==> config.mk <==
export PLATFORM = sky130hd
export DESIGN_NAME = rgbpal_fifo
export DESIGN_NICKNAME = d
export VERILOG_FILES = /design/src/hdl/rgbpal_fifo.sv
export SDC_FILE = /design/constraint.sdc
export NUM_CORES = 1
export LEC_CHECK = 0
export BUFFER_PORTS_ARGS = -buffer_cell sky130_fd_sc_hd__buf_4
export CAP_MARGIN = 20
export CORE_MARGIN = 2
export CORE_UTILIZATION = 45
export DETAILED_ROUTE_END_ITERATION = 8
export PLACE_DENSITY = 0.7
export RECOVER_POWER = 100
export SLEW_MARGIN = 20
export SYNTH_ARGS = -nofsm -noshare
export SYNTH_HDL_FRONTEND = slang
export SYNTH_SLANG_ARGS = --single-unit
==> constraint.sdc <==
create_clock -name clk -period 3.5 [get_ports clk]
set_input_delay 0.525 -clock clk [delete_from_list [all_inputs] [get_ports clk]]
set_output_delay 0.525 -clock clk [all_outputs]
set_load 0.02 [all_outputs]
==> src/hdl/rgbpal_fifo.sv <==
// Short register queue between the front end and the palette search.
`default_nettype none

module rgbpal_fifo #(
    parameter int WIDTH = 16,
    parameter int DEPTH = 2
) (
    input  wire logic             clk,
    input  wire logic             rst_n,
    input  wire logic             push,
    input  wire logic [WIDTH-1:0] wdata,
    output logic                  full,
    input  wire logic             pop,
    output logic                  empty,
    output logic      [WIDTH-1:0] rdata
);

    localparam int PTR_W = (DEPTH > 1) ? $clog2(DEPTH) : 1;
    localparam int CNT_W = $clog2(DEPTH + 1);
    localparam logic [PTR_W-1:0] PTR_LAST = PTR_W'(DEPTH - 1);

    logic [WIDTH-1:0] slot_reg [DEPTH];
    logic [PTR_W-1:0] wptr_reg, wptr_next;
    logic [PTR_W-1:0] rptr_reg, rptr_next;
    logic [CNT_W-1:0] cnt_reg, cnt_next;
    logic             do_push, do_pop;

    assign full    = (cnt_reg == CNT_W'(DEPTH));
    assign empty   = (cnt_reg == '0);
    assign rdata   = slot_reg[rptr_reg];
    assign do_push = push & ~full;
    assign do_pop  = pop & ~empty;

    always_comb
    begin
        wptr_next = wptr_reg;
        rptr_next = rptr_reg;
        cnt_next  = cnt_reg;
        if (do_push)
        begin
            wptr_next = (wptr_reg == PTR_LAST) ? '0 : wptr_reg + 1'b1;
        end
        if (do_pop)
        begin
            rptr_next = (rptr_reg == PTR_LAST) ? '0 : rptr_reg + 1'b1;
        end
        case ({do_push, do_pop})
            2'b10:   cnt_next = cnt_reg + 1'b1;
            2'b01:   cnt_next = cnt_reg - 1'b1;
            default: cnt_next = cnt_reg;
        endcase
    end

    always_ff @(posedge clk or negedge rst_n)
    begin
        if (!rst_n)
        begin
            wptr_reg <= '0;
            rptr_reg <= '0;
            cnt_reg  <= '0;
        end
        else
        begin
            wptr_reg <= wptr_next;
            rptr_reg <= rptr_next;
            cnt_reg  <= cnt_next;
        end
    end

    always_ff @(posedge clk)
    begin
        if (do_push)
        begin
            slot_reg[wptr_reg] <= wdata;
        end
    end

endmodule

`default_nettype wire

==> results.tsv <==
metric	value	unit
status	completed	
Initial Utilization	46.7	%
syn_nets	89	
RSZ-0062 raised after global routing	false	
Nets	133	
CP peak stage delay	810	ps
Max-Cap Viols	0	
Seq/Total Area, Yosys	75.6	%
Final Cycle Share	64.3	%
Reg2Reg Launch Point	cnt_reg[0]$_DFFE_PN0P_	
startpoint types	flip-flop	
final non-filler cell area	1680	sq um
Worst-path clk slew	100	ps
Post-CTS Setup Inserts	0	
std cell rows	20	
Area after DPL	1700	sq um
most common cell after layout, fill and taps aside	edfxtp_1	
cts bufs inserted	5	
Total Neg Setup Slack	0	ps
Arrival @ worst endpoint	1730	ps
Sink Count	36	
Unique masters post-synth	15	
initial DRC count	16	
Fin. Hold Viols	0	
pwr dens	808	nW/um^2
Final Power	1.36	mW
slowest CP cell	dfrtp_1	
Finished Core Util	56.1	%
CTS tree	done	
GR Overflow Total	0	
post_cts resized	0	
Ports	38	
Core Region	3000	sq um
total wire length after detailed routing	2140	um
Slew headroom	50.5	%
drc violations	0	
max FFs per register	32	
Die H	59.8	um
root buf cell	clkbuf_4	
crit end category	output port	
number of antenna diodes	0	
wire length of the first global-routing pass	3350	um
worst path cell trace	mux2_2, clkbuf_1	
Die W	59.8	um
Filler Cell Count	268	
Vias/cell	4.84	
Warnings, synthesis	0	
Post-Synthesis Cells	68	
DP HPWL	1500	um
final setup vio count	0	
commonest cells after routing, fill and taps aside	edfxtp_1 (32), clkbuf_4 (19), clkbuf_1 (15), buf_4 (11), mux2_1 (9)	
critical path type	reg -> out	
port buffer count	37	
CP Launch Point	rptr_reg$_DFFE_PN0P_	
Post-Synthesis Cell Area	1400	sq um
vias in the first global route	749	
Avg Synthesized Cell Area	20.6	sq um
via count	707	
Total GRT Usage	13.9	%
CP bufs+invs	1	
crit path max fanout	17	
share of cells above drive strength 1	34.5	%
ANT nets after route	0	
Max clock buf depth	2	
H-tree Lvls	2	
GP Congestion	0.587	
Synth Register Bits	36	
Slew Limit Fails	0	
critical path required time	2970	ps
DR WL/cell	14.7	um
min Tclk post-route	2250	ps
Max VDD drop	0.408	mV
Largest delay share family, worst path	flip-flops	
clock latency on the worst-skew pair	330	ps
Fin Hold WS	397	ps
Pre-antenna DRT Iters	3	
maximum clock rate	444	MHz
area grow syn2layout	20.1	%
largest net degree at the start of global routing	18	
Die Area	3580	sq um
antenna violations before repair	0	
Leakage Power	0.629	nW
Worst Min Path Start	wdata[15]	
class of the worst hold path	in -> reg	
clk_skew	2.71	ps
Worst Tran Pin Value	743	ps
[cell families after synthesis]
| kind of cell | synth area share, % |
|---|---|
| simple gates | 2.59 |
| mux | 15.3 |
| fa+ha+maj | 0.892 |
| flops | 75.6 |
| xor+xnor | 3.12 |
| buf+inv | 2.50 |
[repair_timing]
item,in CTS,in global routing
hold endpoints to repair,4,0
hold buffers,1,0
endpoints found under the setup margin,0,0
[final timing paths]
path / to / slack [ps] / cells past startpoint
setup / recovery: rdata[7] / 1250 / 2
hold / removal: slot_reg[1][15]$_DFFE_PP_ / 400 / 1
setup reg to reg: slot_reg[0][12]$_DFFE_PP_ / 1440 / 4
hold reg to reg: wptr_reg$_DFFE_PN0P_ / 500 / 1
max in group asynchronous: cnt_reg[0]$_DFFE_PN0P_ / 2750 / 2
min in group asynchronous: rptr_reg$_DFFE_PN0P_ / 550 / 2
[final cells by class]
type	count	area [sq um]	share of cell area [%]
inverters	1	3.75	0.223
well taps	33	41.3	2.45
flip-flops and latches	36	1060	63.0
multi-input cells	29	273	16.2
repair buffers	39	246	14.6
clock buffers	8	58.8	3.49
[synthesized netlist by cell type, drive strengths merged]
cell	count	share of area (%)
edfxtp	32	69
mux2	16	15
dfrtp	4	7.1
nor2	3	0.80
xnor2	3	1.9
buf	2	2.2
xor2	2	1.2
and3	1	0.45
ha	1	0.89
inv	1	0.27
nand2	1	0.27
nand2b	1	0.45
nor2b	1	0.62
[stage by stage]
stage	setup slack, ps	std cells
floorplan	1780	68
global placement	1500	137
detailed placement	1490	137
CTS	1110	146
global route	1130	146
finish	1250	146
[power breakdown]
| group | switching, mW | internal [mW] | leakage [nW] |
|---|---|---|---|
| clock | 0.124 | 0.0991 | 0.0326 |
| sequential | 0.0725 | 0.594 | 0.344 |
| combinational | 0.268 | 0.204 | 0.252 |
| total | 0.465 | 0.897 | 0.629 |
[metal layers]
metal | vias to the layer above | global-route usage, % | wire length (um)
li1 | 341 | - | -
met5 | - | 0 | 0
met4 | 0 | 10.5 | 60
met2 | 20 | 23.0 | 1090
met1 | 338 | 14.5 | 901
met3 | 8 | 4.55 | 90
(Power assumes the default switching activity.)
