**src/hdl/rgbpal_pkg.sv**
```systemverilog
// Shared types, constants and colour helpers for the RGBA5551 palette builder.
`default_nettype none

package rgbpal_pkg;

    localparam int PALETTE_DEPTH_DEF = 256;
    localparam int PMAX_W            = 9;
    localparam logic [PMAX_W-1:0] PMAX_RESET = 9'd256;
    localparam int FIFO_DEPTH        = 2;
    localparam int CHAN_W            = 8;
    localparam int WORD_W            = 16;
    localparam int IDX_OUT_W         = 8;
    localparam int USED_OUT_W        = 9;

    typedef enum logic [1:0] {
        BK_IDLE,
        BK_SCAN,
        BK_MISS,
        BK_EMIT
    } bk_state_t;

    typedef struct packed {
        logic [IDX_OUT_W-1:0]  color_index;
        logic [WORD_W-1:0]     packed_color;
        logic                  newly_added;
        logic                  full_error;
        logic [USED_OUT_W-1:0] entries_used;
    } res_t;

    // v*31/255, truncated: x/255 == (x + 1 + (x >> 8)) >> 8 for x below 65535
    function automatic logic [4:0] scale5(input logic [CHAN_W-1:0] v);
        logic [13:0] prod;
        logic [13:0] sum;
        prod = ({6'd0, v} << 5) - {6'd0, v};
        sum  = prod + 14'd1 + (prod >> 8);
        return sum[12:8];
    endfunction

endpackage

`default_nettype wire

```
**src/hdl/rgbpal_front.sv**
```systemverilog
// Front end: takes pixel requests and packs them into RGBA5551 words.
`default_nettype none

module rgbpal_front (
    input  wire logic                        push,
    output logic                             full,
    input  wire logic [rgbpal_pkg::CHAN_W-1:0] red,
    input  wire logic [rgbpal_pkg::CHAN_W-1:0] green,
    input  wire logic [rgbpal_pkg::CHAN_W-1:0] blue,
    input  wire logic [rgbpal_pkg::CHAN_W-1:0] alpha,
    input  wire logic                        q_full,
    output logic                             q_push,
    output logic [rgbpal_pkg::WORD_W-1:0]    q_wdata
);
    import rgbpal_pkg::*;

    assign full    = q_full;
    assign q_push  = push & ~q_full;
    assign q_wdata = {scale5(red), scale5(green), scale5(blue), (alpha != '0)};

endmodule

`default_nettype wire

```
**config.mk**
```make
export PLATFORM = sky130hd
export DESIGN_NAME = rgbpal_front
export DESIGN_NICKNAME = d
export VERILOG_FILES = /design/src/hdl/rgbpal_pkg.sv /design/src/hdl/rgbpal_front.sv
export SDC_FILE = /design/constraint.sdc
export NUM_CORES = 1
export LEC_CHECK = 0
export BUFFER_PORTS_ARGS = -buffer_cell sky130_fd_sc_hd__buf_2
export CAP_MARGIN = 10
export CORE_MARGIN = 2
export CORE_UTILIZATION = 50
export DETAILED_ROUTE_END_ITERATION = 10
export PLACE_DENSITY = 0.87
export SETUP_SLACK_MARGIN = 0.5
export SYNTH_ARGS = -nofsm -noshare
export SYNTH_HDL_FRONTEND = slang
export SYNTH_SLANG_ARGS = --single-unit
```
**constraint.sdc**
```tcl
create_clock -name vclk -period 5.4
set_input_delay 1.08 -clock vclk [all_inputs]
set_output_delay 1.08 -clock vclk [all_outputs]
set_load 0.02 [all_outputs]
```
==> results of run 1 <==
[final cells by class]
class | instances | area, um2
tap | 44 | 55.1
timing repair buffer | 88 | 648
multi-input combinational | 199 | 1930
fill | 137 | 377
inverter | 19 | 93.8
[how the worst max path moves through the flow]
stage               slack (ns)          to      from
floorplan                 0.51  q_wdata[9]  green[6]
global placement          0.19  q_wdata[8]  green[6]
detailed placement        0.10  q_wdata[9]  green[6]
CTS                       0.29  q_wdata[8]  green[6]
global route             0.008  q_wdata[1]   blue[6]
finish                    0.05  q_wdata[1]   blue[1]
[layer usage]
metal	up-vias	routed length, um	global-route usage [%]
li1	992	-	-
met1	1087	2780	36.6
met2	183	3690	60.6
met3	67	619	3.99
met4	0	595	10.9
met5	-	0	0
[cell usage in the layout (no fill, tap or decap), types with 5 or more instances in the layout]
cell type                  n
sky130_fd_sc_hd__buf_4    45
sky130_fd_sc_hd__buf_2    31
sky130_fd_sc_hd__nand3_1   6
sky130_fd_sc_hd__ha_1     14
sky130_fd_sc_hd__nor3_1    6
sky130_fd_sc_hd__nor2_1   14
sky130_fd_sc_hd__xnor2_2   7
sky130_fd_sc_hd__nand4_1   5
sky130_fd_sc_hd__inv_1    14
sky130_fd_sc_hd__nand2_1  14
sky130_fd_sc_hd__buf_6     8
sky130_fd_sc_hd__a21oi_1   8
sky130_fd_sc_hd__xor2_1    7
sky130_fd_sc_hd__ha_4      6
sky130_fd_sc_hd__xnor2_1  21
[power breakdown]
part | switching (W) | internal, W
clock | 0 | 0
sequential | 0 | 0
combinational | 0.000192 | 0.000162
[worst max-delay path, delay by kind of cell]
family	cells	cell delay, ns
and+or+nand+nor	2	0.33
adders and majority gates	2	0.55
AOI/OAI and AO/OA	5	1.38
xor gates and xnor gates	2	0.37
buffers and inverters	3	0.54
[repair_timing]
item                       CTS  global route
setup buffers               21             8
cloned                       0             0
setup endpoints to repair   15            15
resized for setup           57            35
hold endpoints to repair     0             0
pin swaps                   34            25
[per-stage QoR]
step | hold slack, ns | setup WS (ns) | instance area (um2) | util [%] | power (W)
finish | 2.44 | 0.0531 | 2730 | 87.9 | 0.000354
global route | 2.45 | 0.00848 | 2730 | 87.9 | 0.000371
CTS | 2.40 | 0.289 | 2500 | 80.7 | 0.000288
detailed placement | 2.40 | 0.105 | 2100 | 67.7 | 0.000236
global placement | 2.39 | 0.193 | 2100 | 67.7 | 0.000230
floorplan | 2.24 | 0.505 | 1770 | - | 0.000173
[kinds of logic (layout without fill, tap and decap cells)]
| family | count (synthesis) | in the layout | share of synthesized area (%) |
|---|---|---|---|
| muxes | 2 | 2 | 1.28 |
| adders and majority gates | 25 | 25 | 18.8 |
| and+or+nand+nor | 84 | 84 | 28.7 |
| xor gates and xnor gates | 39 | 39 | 20.6 |
| buffers and inverters | 25 | 107 | 6.50 |
| AOI/OAI and AO/OA | 49 | 49 | 24.0 |
==> summary by stage, run 1 <==
Worst setup path
The worst path arrival time is 4.27 ns. The critical path goes through buf_2, ha_4, a21o_4, a2111oi_4, nand4_1, xnor2_2, ha_1, a211oi_2, o21ai_1, a31oi_2, buf_4, nor2_2, xnor2_2, buf_4. For the worst setup path, the data required time is 4.32 ns.

The sort of element at the start of the critical path is an input pin. The cell type of the slowest stage on the worst timing path is sky130_fd_sc_hd__a2111oi_4. The worst setup path is of the in -> out kind. The biggest cell delay along the critical path is 0.35 ns. The maximum fanout along the worst path is 3. The worst setup path is captured at an output pin.

Cells and area
The sequential cell count is 0. Registers take 0 um2. The count of non-filler cells in the finished layout is 350.

After the last flow step, the layout net total stands at 366. The count of antenna diodes in the layout is 0. The post-synthesis to final-layout area growth is 64.7%.

The fraction of final layout cells with drive strength greater than 1 is 50.3%. Clock buffers in the final layout number 0.

Power
Summed over all cells, the static leakage comes to 1.20 nW. The worst supply voltage drop on vdd is 99.2 uV. In this run the power density over the cells is 130 mW/mm2.

Timing
The maximum clock rate is 187 MHz. Setup repair after global routing could not meet its margin everywhere. For the pin with the worst max-slew slack, the measured transition is 0.759 ns. The relative max-transition margin is 49.0%. The total setup violations reported at the end of the flow is 0. Summed over all failing endpoints, the final setup total negative slack is 0 ns. The total count of max-transition violations in the final report is 0. The final critical-path share of the clock period is 99.0%. The time the final worst path needs with I/O delays and setup is 5.35 ns.

The number of hold violations in the final report is 0.

Drt
The routed via count is 2329. The detailed router finished its first iteration with 190 violations. The total wire length is 7690 um. The number of remaining DRC errors is 0. The length of the first detailed-routing pass in iterations is 4. In this run the remaining antenna-violating nets after routing total 0. After detailed routing, the number of vias per cell comes to 6.65. Dividing the detail-routed wire length by the instance count gives 22.0 um.

Synth
During synthesis, Yosys emitted a total of 0 warnings. The mean area per synthesized cell is 7.39 um2. The synthesized design spends more area on one cell type than any other, namely sky130_fd_sc_hd__ha_1. After synthesis, the most frequently instantiated cells are sky130_fd_sc_hd__xnor2_1 (31), sky130_fd_sc_hd__ha_1 (24), sky130_fd_sc_hd__inv_1 (19).

Synthesis produced a netlist whose cell count is 224. The number of different library cells used by synthesis comes to 56. After synthesis, the cell types taking the most area are sky130_fd_sc_hd__ha_1 (18%), sky130_fd_sc_hd__xnor2_1 (16%), sky130_fd_sc_hd__inv_1 (4.3%).

The post-synth design cell area is 0.00166 mm2. The net count after synthesis is 282. The fraction of synthesized cell area taken by the top area cell type is 18.1%. The portion of the post-synthesis area used by sequential elements is 0%. sky130_fd_sc_hd__xnor2_1 is the most common cell in the netlist.

Worst hold path
The hold path startpoint is q_full. The worst hold path cell count is 2. For hold timing, the worst endpoint is full. The min-delay analysis places its worst path in the category in -> out.

Global routing
The total grt overflow is 0. For this run, the total global-route usage over all layers was measured as 32.1%. The first global-routing pass estimated 9360 um of wire. The via count of the first global-routing pass is 2139. The initial antenna violation count is 0.

Entering global routing, the biggest net connects 11 pins.

Floorplanning
From bottom edge to top edge, the die measures 61.5 um. The number of I/O pins is 52. The area inside the core boundary is 0.00310 mm2. The starting density of the core is 53.3%.

The x dimension of the die is 61.5 um. The floorplan has 20 rows. The die covers 0.00379 mm2.

Place
After legalization and detailed placement, the total HPWL measured 3520 um. The number of buffers inserted by port buffering is 52. The final estimated routing congestion in global placement is 0.970. The post-placement cell count is 321.

Run
The number of violations of the max-capacitance limit is 0.

CTS
The cts-stage hold buffer count is 0.

Run status
The flow ran to the end, and the final reports show no timing, DRC or antenna violations.
No activity file was read; power rests on OpenSTA's default activity.
==> run 2: changes to the inputs <==
CORE_UTILIZATION = 55   (was 50)
PLACE_DENSITY = 0.94   (was 0.87)
==> summary by stage, run 2 <==
Run status
The run stopped with a tool error. The stage where the flow stopped is 5_1_grt. The tool reported: "[ERROR DPL-0038] Utilization greater than 100%, impossible to legalize".

Floorplanning
The x dimension of the die is 58.9 um. The number of core rows is 19. The initial utilization of the core area, before any placement, comes to 59.0%. The y dimension of the die is 58.9 um. The number of I/O pins is 52.

Synth
Ranked by total cell area, the synthesized netlist is headed by sky130_fd_sc_hd__ha_1 (18%), sky130_fd_sc_hd__xnor2_1 (16%), sky130_fd_sc_hd__inv_1 (4.3%). The fraction of synthesized cell area taken by the top area cell type is 18.1%. Synthesis instantiated 56 different standard cells from the library.

The portion of the post-synthesis area used by sequential elements is 0%. By count the netlist is led by sky130_fd_sc_hd__xnor2_1 (31), sky130_fd_sc_hd__ha_1 (24), sky130_fd_sc_hd__inv_1 (19). Yosys printed 0 warnings. Synthesis handed over a netlist of 224 instances. The net count after synthesis is 282. The synthesized design spends more area on one cell type than any other, namely sky130_fd_sc_hd__ha_1. The average instance in the mapped netlist occupies 7.39 um2.

In this run the cell area of the synthesized design comes to 0.00166 mm2. In the post-synthesis netlist, the cell with the most instances is sky130_fd_sc_hd__xnor2_1.

Place
In this run the cell area measured after placement is 0.00208 mm2. The HPWL after detailed placement is 3730 um. Port buffering added 52 buffers. The final estimated routing congestion in global placement is 0.928.

Timing
The classification of the worst endpoint is a top-level output. The final worst endpoint reported by repair_timing after global routing is q_wdata[8].

CTS
The cts-stage hold buffer count is 0.

Global routing
Entering global routing, the biggest net connects 11 pins.
[run 2: cell counts after synthesis]
No cell type changed its count.
[run 2: through the flow]
stage,cells,util (%),setup WS [ns]
2_1_floorplan,224,-,0.505
3_5_place_dp,308,74.3,0.0873
3_3_place_gp,308,74.3,0.201
4_1_cts,327,88.1,0.272
[run 2: cells by family after synthesis]
| kind of cell | Yosys count | synth area share, % |
|---|---|---|
| multiplexers | 2 | 1.28 |
| XOR/XNOR | 39 | 20.6 |
| buffers and inverters | 25 | 6.50 |
| AND/OR/NAND/NOR | 84 | 28.7 |
| adder cells (fa/ha/maj) | 25 | 18.8 |
| AO/OA/AOI/OAI | 49 | 24.0 |
[run 2: repair_timing]
action / CTS
gates cloned: 0
setup endpoints to repair: 15
pin swaps: 33
setup buffers: 19
resized for setup: 58
==> run 3: changes to the inputs <==
CORE_UTILIZATION = 40   (was 55)
PLACE_DENSITY = default   (was 0.94)
PLACE_DENSITY_LB_ADDON = 0.15   (was default)
SETUP_SLACK_MARGIN = default   (was 0.5)
==> summary by stage, run 3 (synthesis gave the netlist of run 1 again) <==
Timing
The total setup violations reported at the end of the flow is 0. For this run, the top clock speed supported by timing is 191 MHz. Headroom to the max-slew limit came out at 62.8%. The total count of max-transition violations in the final report is 0. The time the final worst path needs with I/O delays and setup is 5.23 ns. For the pin with the worst max-slew slack, the measured transition is 0.554 ns.

The number of hold violations in the final report is 0. After layout, the worst path uses 96.8% of the clock period. Setup repair after global routing could not meet its margin everywhere.

Drt
The length of the first detailed-routing pass in iterations is 4. The number of remaining DRC errors is 0. The average via count per standard cell is 5.33. The total wire length is 4210 um. In the final routed layout, each cell accounts on average for 12.6 um. The routed via count is 1774.

The count of routing violations after the opening detailed-route iteration is 70. The count of nets left with antenna violations once routing finished came out at 0.

Floorplanning
The x dimension of the die is 68.3 um. The die covers 0.00467 mm2. The number of I/O pins is 52.

The y dimension of the die is 68.3 um. After floorplanning, the core was divided into 23 placement rows. The floorplan step defined a core boundary enclosing 0.00400 mm2.

The starting density of the core is 41.4%.

Global routing
The total grt overflow is 0. The via count of the first global-routing pass is 1640. The global-route wire length before repair is 6800 um. Global routing used 17.8% of the available tracks across all layers. The initial antenna violation count was 0.

Entering global routing, the biggest net connects 11 pins.

Cells and area
The post-layout instance area is 0.00208 mm2. The most frequent standard cell in the layout excluding fill and tap cells is sky130_fd_sc_hd__buf_2. The count of antenna diodes in the layout is 0. The fraction of final layout cells with drive strength greater than 1 is 30.0%. Across the whole layout, storage elements account for 0 um2. There are 0 flip-flops and latches. Compared with the post-synthesis result, the final layout area differs by 25.9%. In the layout the commonest cells are sky130_fd_sc_hd__buf_2 (51), sky130_fd_sc_hd__xnor2_1 (29), sky130_fd_sc_hd__ha_1 (23). The core occupancy in the finished layout is 52.1%. In the final design database the tool counted 343 nets. The layout has 0 clock buffers.

Worst setup path
The worst path arrival time is 4.15 ns. The sort of element at the start of the critical path is an input pin. The required time of the worst setup path is 4.32 ns. The kind of end point of the critical path is an output pin. The worst setup path is of the in -> out kind. The maximum fanout along the worst path is 4.

Run status
The flow ran to the end, and the final reports show no timing, DRC or antenna violations.

Power
IR analysis of the VDD net gives a maximum drop of 56.9 uV. In this run, the combinational gates consume 100.0% of the power. Registers are responsible for 0% of the overall power. The proportion of power drawn by the clock network is 0%. For this design the ratio of total power to cell area is 113 mW/mm2. The net switching power figure is 0.000133 W. The switching power as a share of total power is 56.8%. In this run the static leakage power is 0.977 nW. The cell-internal power is 0.000101 W.

Place
After detailed placement, the total cell area comes to 0.00204 mm2. The detailed-placement wirelength estimate is 3590 um. Port buffering added 52 buffers. The final estimated routing congestion in global placement is 0.923.

Worst hold path
The hold path startpoint is q_full. The worst hold path cell count is 2. The destination of the worst hold path is full. The min-delay analysis places its worst path in the category in -> out.

CTS
Post-CTS timing repair inserted 0 buffers for setup.

Run
Max-cap violations in this run came to 0.
[run 3: routing by layer]
| metal | track usage [%] | vias up | routed length (um) |
|---|---|---|---|
| li1 | - | 942 | - |
| met2 | 32.9 | 27 | 2110 |
| met5 | 0 | - | 0 |
| met4 | 2.00 | 0 | 29 |
| met1 | 23.7 | 801 | 1990 |
| met3 | 0.164 | 4 | 77 |
[run 3: how the worst max path moves through the flow]
stage | from | end | cells past startpoint
after detailed placement | green[6] | q_wdata[8] | 17
after global placement | green[6] | q_wdata[8] | 17
after floorplan | green[6] | q_wdata[8] | 15
final | green[6] | q_wdata[8] | 17
after CTS | green[6] | q_wdata[8] | 17
after global routing | green[6] | q_wdata[8] | 17
[run 3: worst max-delay path, stage by stage]
cell                       delay [ns]
sky130_fd_sc_hd__buf_2           0.09
sky130_fd_sc_hd__inv_1           0.05
sky130_fd_sc_hd__ha_1            0.28
sky130_fd_sc_hd__a21o_1          0.20
sky130_fd_sc_hd__a41o_1          0.25
sky130_fd_sc_hd__nand2_2         0.09
sky130_fd_sc_hd__nand2_1         0.07
sky130_fd_sc_hd__xnor2_1         0.14
sky130_fd_sc_hd__ha_2            0.20
sky130_fd_sc_hd__or4b_1          0.51
sky130_fd_sc_hd__a221o_1         0.26
sky130_fd_sc_hd__o211ai_1        0.11
sky130_fd_sc_hd__maj3_2          0.26
sky130_fd_sc_hd__a211oi_2        0.09
sky130_fd_sc_hd__and2_4          0.18
sky130_fd_sc_hd__xnor2_1         0.12
sky130_fd_sc_hd__buf_4           0.16
[run 3: what timing repair did]
action,4_1_cts,5_1_grt
endpoints found under the setup margin,0,13
gates resized for setup,0,8
hold buffers,0,0
[run 3: area by class of cell]
| class | instances | area [um2] |
|---|---|---|
| multi-input combinational | 199 | 1590 |
| timing repair buffer | 65 | 360 |
| tap | 50 | 62.6 |
| inverter | 19 | 71.3 |
| fill | 408 | 1920 |
[run 3: power groups by stage]
stage	combinational, W	clock [W]	sequential, W
after floorplan	0.000158	0	0
after global placement	0.000225	0	0
after detailed placement	0.000228	0	0
after CTS	0.000229	0	0
after global routing	0.000260	0	0
final	0.000234	0	0
[run 3: per-stage QoR]
| stage | worst slack [ns] | hold slack (ns) | std cells | setup TNS [ns] | total power, W |
|---|---|---|---|---|---|
| final | 0.172 | 2.39 | 333 | 0 | 0.000234 |
| after global routing | -0.0283 | 2.41 | 333 | -0.0408 | 0.000260 |
| after CTS | 0.0688 | 2.39 | 333 | 0 | 0.000229 |
| after detailed placement | 0.0708 | 2.39 | 333 | 0 | 0.000228 |
| after global placement | 0.115 | 2.39 | 333 | 0 | 0.000225 |
| after floorplan | 0.139 | 2.24 | 224 | 0 | 0.000158 |
